===== src/rtl/core/pbi_pkg.sv =====
// ----------------------------------------------------------------------------
// pbi_pkg
// Types, constants and helpers for the palette builder and indexer.
// ----------------------------------------------------------------------------
package pbi_pkg;

	localparam int unsigned COLOR_W = 32;
	localparam int unsigned IDX_W   = 8;
	localparam int unsigned CNT_W   = 9;

	localparam logic [IDX_W-1:0] MISS_INDEX = 8'hFF;

	localparam logic FMT_DIRECT  = 1'b0;
	localparam logic FMT_INDEXED = 1'b1;

	localparam logic CMD_PIXEL = 1'b0;
	localparam logic CMD_READ  = 1'b1;

	typedef enum logic [1:0] {
		OP_DIRECT = 2'd0,
		OP_LOOKUP = 2'd1,
		OP_READ   = 2'd2
	} op_t;

	typedef struct packed {
		logic                command;
		logic                start_of_image;
		logic [COLOR_W-1:0]  pixel_color;
		logic [IDX_W-1:0]    slot;
	} pix_t;

	typedef struct packed {
		logic [IDX_W-1:0]    pixel_index;
		logic                pixel_missed;
		logic [COLOR_W-1:0]  color_out;
		logic [CNT_W-1:0]    color_count;
	} res_t;

	// token that walks the cell chain
	typedef struct packed {
		logic                valid;
		op_t                 op;
		logic                found;
		logic                inserted;
		logic [IDX_W-1:0]    idx;
		logic [COLOR_W-1:0]  color;
	} tok_t;

	function automatic logic [COLOR_W-1:0] halve_channels(input logic [COLOR_W-1:0] c);
		return (c >> 1) & 32'h7F7F7F7F;
	endfunction

	// clut position to palette entry: bits 4:3 patterns 01 and 10 trade places
	function automatic logic [IDX_W-1:0] clut_to_entry(input logic [IDX_W-1:0] pos);
		return {pos[7:5], pos[3], pos[4], pos[2:0]};
	endfunction

endpackage


===== src/rtl/core/pbi_cell.sv =====
// ----------------------------------------------------------------------------
// pbi_cell
// One palette cell: holds one color and its valid bit, matches, inserts or
// reads for the token passing through and hands the token on.
// ----------------------------------------------------------------------------
module pbi_cell import pbi_pkg::*; #(
	parameter int unsigned POS = 0
) (
	input  logic clk,
	input  logic arst_n,
	input  logic advance,
	input  logic clear,
	input  tok_t tok_in,
	output tok_t tok_out
);

	localparam logic [IDX_W-1:0] POS_IDX = IDX_W'(POS);

	logic               valid_q;
	logic [COLOR_W-1:0] color_q;
	tok_t               tok_q;
	tok_t               tok_nxt;
	logic               is_lookup;
	logic               hit;
	logic               ins;
	logic               rd_hit;

	always_comb begin
		is_lookup = tok_in.valid && (tok_in.op == OP_LOOKUP) && !tok_in.found;
		hit       = is_lookup && valid_q && (color_q == tok_in.color);
		ins       = is_lookup && !valid_q;
		rd_hit    = tok_in.valid && (tok_in.op == OP_READ) && valid_q &&
		            (tok_in.idx == POS_IDX);
		tok_nxt   = tok_in;
		if (hit || ins) begin
			tok_nxt.found = 1'b1;
			tok_nxt.idx   = POS_IDX;
		end
		if (ins) begin
			tok_nxt.inserted = 1'b1;
		end
		if (rd_hit) begin
			tok_nxt.found = 1'b1;
			tok_nxt.color = color_q;
		end
	end

	always_ff @(posedge clk or negedge arst_n) begin
		if (!arst_n) begin
			valid_q <= 1'b0;
			tok_q   <= '0;
		end else begin
			if (clear) begin
				valid_q <= 1'b0;
			end else if (advance && ins) begin
				valid_q <= 1'b1;
			end
			if (advance) begin
				tok_q <= tok_nxt;
			end
		end
	end

	always_ff @(posedge clk) begin
		if (advance && ins) begin
			color_q <= tok_in.color;
		end
	end

	assign tok_out = tok_q;

endmodule


===== config.mk =====
export PLATFORM = sky130hd
export DESIGN_NAME = pbi_cell
export DESIGN_NICKNAME = d
export VERILOG_FILES = /design/src/rtl/core/pbi_pkg.sv /design/src/rtl/core/pbi_cell.sv
export SDC_FILE = /design/constraint.sdc
export NUM_CORES = 1
export LEC_CHECK = 0
export ABC_CLOCK_PERIOD_IN_PS = 9200
export BUFFER_PORTS_ARGS = -buffer_cell sky130_fd_sc_hd__buf_2
export CAP_MARGIN = 20
export CORE_ASPECT_RATIO = 0.75
export CORE_MARGIN = 1.5
export CORE_UTILIZATION = 51
export CTS_CLUSTER_DIAMETER = 150
export DETAILED_ROUTE_END_ITERATION = 6
export HOLD_SLACK_MARGIN = 0.1
export PLACE_DENSITY = 0.77
export SETUP_SLACK_MARGIN = 0.3
export SLEW_MARGIN = 10
export SYNTH_ARGS = -nofsm -noshare
export SYNTH_HDL_FRONTEND = slang
export SYNTH_SLANG_ARGS = --single-unit

===== constraint.sdc =====
create_clock -name clk -period 9.2 [get_ports clk]
set_input_delay 0.92 -clock clk [delete_from_list [all_inputs] [get_ports clk]]
set_output_delay 0.92 -clock clk [all_outputs]
set_load 0.03 [all_outputs]

Word level (Yosys, flattened, before mapping) --
Cells that the tools add are included.
Storage, ports and cells: register bits after elaboration 78, latch bits 0, memory bits (writable) 0, memory bits (read-only) 0, input port bits 49, output and inout port bits 45, logic and storage cells 32, memories 0
Cells by class: add/subtract/negate cells 0, multiply operators 0, div/mod/pow operators 0, $lt $le $gt $ge 0, equal/unequal tests 3, shifts and indexed selects 0, multiplexer cells 7, bitwise logic cells 0, reduce and logical (&&, ||, !) cells 14
Operator list (number):
- equality test 32 bit | 1
- two-way mux 32 bit | 1
- logical AND 1 bit | 9
- logical NOT 8 bit | 1
- two-way mux 8 bit | 1
- two-way mux 1 bit | 5
- equality test 2 x 1 -> 1 bit, second input constant | 1
- equality test 2 bit, second input constant | 1
- logical NOT 1 bit | 2
- nonzero test 2 bit | 1
- logical OR 1 bit | 1

Depth between registers and ports, before layout --
depth after elaboration 8, mapped depth 5, depth with buffers taken out 5

Worst setup path after synthesis --
Ideal clock, no wire load.
path kind input to register, start point input advance, end point register color_q[0] (enable), setup time 0.463 ns, arrival time 3.594 ns, data required time 8.737 ns, setup slack 5.143 ns, cell stages on the path 3, buffers on the path 1, path through buf_2 -> clkinv_1 -> nor3_1
Between the ends: word-level cells in the longest chain between the ends 1
RTL lines:
- start, declared | RTL line pbi_cell.sv:11 | input logic advance,
- logical AND 1 bit | RTL line pbi_cell.sv:65 | if (advance && ins) begin
- end signal, assigned | RTL line pbi_cell.sv:66 | color_q <= tok_in.color;
- end, declared | RTL line pbi_cell.sv:20 | logic [COLOR_W-1:0] color_q;
Every way passes these cells. A chain may end at the register's enable or synchronous reset.

Final worst setup path --
start point input advance, end point register color_q[1] (enable)
The elaborated chain is that of the path after synthesis.

==> results.py <==
metrics = {
    "setup_path": {
        "path_cells": "buf_2 -> clkinv_1 -> nor3_2 -> buf_4",
        "startpoint": "advance",
        "crit_type": "input port to flip-flop",
        "r2r-start": "valid_q",
        "r2r-end": "tok_out[6]",
        "rr_worst_depth": 5,
        "arrival_ps": 2360,
        "required_ps": 9190,
        "cp.buffers_inverters": 3,
        "path_depth": 4,
        "cp_slowest_cell": "buf_4",
        "endpoint": "color_q[1]",
        "start_kind": "input port",
        "ff2ff_setup_slack_ps": 7220,
        "end_kind": "flip-flop",
        "cp_max_fo": 33,
        "cpPeakStageDelay_ps": 410,
        "path_delay_family": "buffers and inverters",
    },
    "die": {
        "rows": 25,
        "design.core.area_um2": 6350,
        "dieHeight_um": 73.54,
        "start_util": 0.5328,
        "die_w_um": 97.05,
        "ios": 94,
        "dieArea_um2": 7137,
    },
    "sta": {
        "holdWs_ps": 504.4,
        "finalCriticalPeriod_ps": 2367,
        "slew_headroom": 0.6132,
        "clock_skew_ps": 10.19,
        "fmax_mhz": 422.5,
        "fin_crit_sh": 0.2572,
        "tns_ps": 0,
        "slew_violations": 0,
        "tightest_slew_ps": 579.5,
        "rsz0062_at_grt": "false",
        "hold_viol": 0,
        "setup_viol": 0,
    },
    "power": {
        "clockPowerShare": 0.334,
        "cellLeakagePower_nw": 1.908,
        "p_switching_mw": 0.2084,
        "p_sw_frac": 0.2706,
        "vdd_ir_drop_max_mv": 0.1262,
        "pwr-share-seq": 0.510,
        "power_frac_comb": 0.155,
        "powerDensity_nw_per_um2": 184.2,
        "p_int_mw": 0.5618,
    },
    "route": {
        "drt_iter0_markers": 125,
        "drtPass1Iterations": 4,
        "final_antenna_net_count": 0,
        "routed_wl_mm": 7.066,
        "wl_per_cell_um": 16.10,
        "drc": 0,
        "vias_per_cell": 5.255,
        "num_vias": 2307,
    },
    "place": {
        "placed_cells": 420,
        "dpl_cell_area_um2": 3914,
        "dp_hpwl_mm": 4.929,
        "routabilityCongestion": 0.8670,
        "io_buffers": 93,
    },
    "logic_synthesis": {
        "netlist_area_um2": 3383,
        "syn_area_per_cell_um2": 13.22,
        "yosysWarnings": 0,
        "synthCells": 256,
        "ys_ff_latch": 78,
        "synth_fp_nets": 305,
        "synth_cell_types": 26,
        "yosysSeqAreaShare": 0.6243,
    },
    "cts": {
        "clkLatencyLatePin_ps": 350,
        "clockBufferDepth": 2,
        "cts_made_buffers": 9,
        "clkTransAtPathRegs_ps": 70,
        "root_buffer": "clkbuf_8",
        "cts_tree": "built",
        "post_cts_hold_buffer_count": 0,
        "numClockSinks": 78,
        "cts.repair.resized": 0,
        "post_cts_buffers": 0,
        "htree_num_levels": 3,
    },
    "global_routing": {
        "track_usage": 0.2101,
        "grt-ovfl-total": 0,
        "grt_pass1_wl_mm": 11.32,
        "grt_max_degree": 72,
        "grt_pass1_vias": 2263,
        "antenna_found_initial": 0,
    },
    "cells_and_area": {
        "area_growth_pct": 23.59,
        "diodes": 0,
        "final_cell_area_um2": 4182,
        "final_common_cell": "buf_2",
        "drive_above_1_share": 0.3464,
        "nets": 402,
        "mostFrequentLayoutCells": "93 x buf_2, 46 x dfrtp_1, 36 x nor2_1, 33 x a21oi_1",
        "final_cells": 439,
    },
    "status": {
        "status": "finished, final reports clean",
    },
    "min_path": {
        "hp-class": "flip-flop to flip-flop",
    },
    "flow_run": {
        "maxCapViolations": 0,
    },
}
state kept, by name, indices dropped and copies added (netlist names):
register and flops:
valid_q 1, color_q 32, tok_out 45
worst register-to-register path: stages (launching register included):
cell and delay (ps):
dfrtp_1 410, nor4b_2 290, nand3_2 510, buf_16 380
mux2i_1 190, a21oi_1 90
worst min-delay path by stage:
| stage | startpoint | slack, ps | cells past startpoint | to |
|---|---|---|---|---|
| 2_1_floorplan | valid_q | 500 | 2 | valid_q |
| 3_3_place_gp | tok_out[42] | 490 | 1 | tok_out[42] |
| 3_5_place_dp | tok_out[42] | 490 | 1 | tok_out[42] |
| 4_1_cts | tok_out[42] | 510 | 1 | tok_out[42] |
| 5_1_grt | arst_n | 530 | 1 | tok_out[18] |
| 6_report | tok_out[42] | 500 | 1 | tok_out[42] |
metal layers:
metal  track usage  vias to the layer above  wire (um)
met1        0.2935                     1096       3415
met5             0                        -          0
met3       0.07802                       11        424
met4       0.06924                        0         99
li1              -                     1117          -
met2        0.3069                       83       3126
power groups by stage:
stage	Clock (mW)	Combinational (mW)	Sequential, mW
after detailed placement	0	0.118	0.400
after global placement	0	0.116	0.400
after global routing	0.281	0.129	0.396
after floorplan	0	0.0340	0.437
after CTS	0.265	0.119	0.393
final	0.258	0.120	0.393
cells by family after synthesis:
logic type | Yosys count | share of synthesized area
XOR/XNOR | 32 | 0.08284
AO/OA/AOI/OAI | 44 | 0.08173
multiplexers | 35 | 0.1047
AND/OR/NAND/NOR | 55 | 0.09097
flip-flops | 78 | 0.6243
buffers and inverters | 12 | 0.01553
synthesized netlist by cell type:
| library cell | count | area share |
|---|---|---|
| dfrtp_1 | 46 | 0.34 |
| nor2_1 | 36 | 0.040 |
| a21oi_1 | 33 | 0.049 |
| edfxtp_1 | 32 | 0.28 |
| mux2i_1 | 32 | 0.095 |
| xnor2_1 | 29 | 0.075 |
| a22o_1 | 8 | 0.021 |
| clkbuf_1 | 7 | 0.0078 |
| nand4_1 | 7 | 0.013 |
| buf_2 | 3 | 0.0044 |
| mux2_2 | 3 | 0.010 |
| nor4b_2 | 3 | 0.013 |
| xor2_1 | 3 | 0.0078 |
| nor3_2 | 2 | 0.0059 |
| a41oi_4 | 1 | 0.0081 |
| buf_4 | 1 | 0.0022 |
| clkinv_1 | 1 | 0.0011 |
| nand2_1 | 1 | 0.0011 |
| nand3_1 | 1 | 0.0015 |
| nand3_2 | 1 | 0.0030 |
| nand4bb_1 | 1 | 0.0033 |
| nor3_1 | 1 | 0.0015 |
| nor3b_1 | 1 | 0.0022 |
| nor4_4 | 1 | 0.0063 |
| o21ai_1 | 1 | 0.0015 |
| o22a_1 | 1 | 0.0026 |
layout make-up:
type / instances / area, um^2
clock buffer: 12 / 155.1
clock inverter: 4 / 45.04
fill: 510 / 2168
inverter: 1 / 3.754
multi-input combinational: 166 / 1224
sequential: 78 / 2112
tap: 81 / 101.3
timing repair buffer: 97 / 540.5
through the flow:
step           total power, mW  setup WS [ps]    util
2_1_floorplan           0.4707           5143       -
3_3_place_gp            0.5156           5865  0.6164
3_5_place_dp            0.5184           5845  0.6164
4_1_cts                 0.7765           6200  0.6479
5_1_grt                 0.8053           6671  0.6585
6_report                0.7701           6833  0.6585
Note: power is estimated with default switching activity, not from simulation.
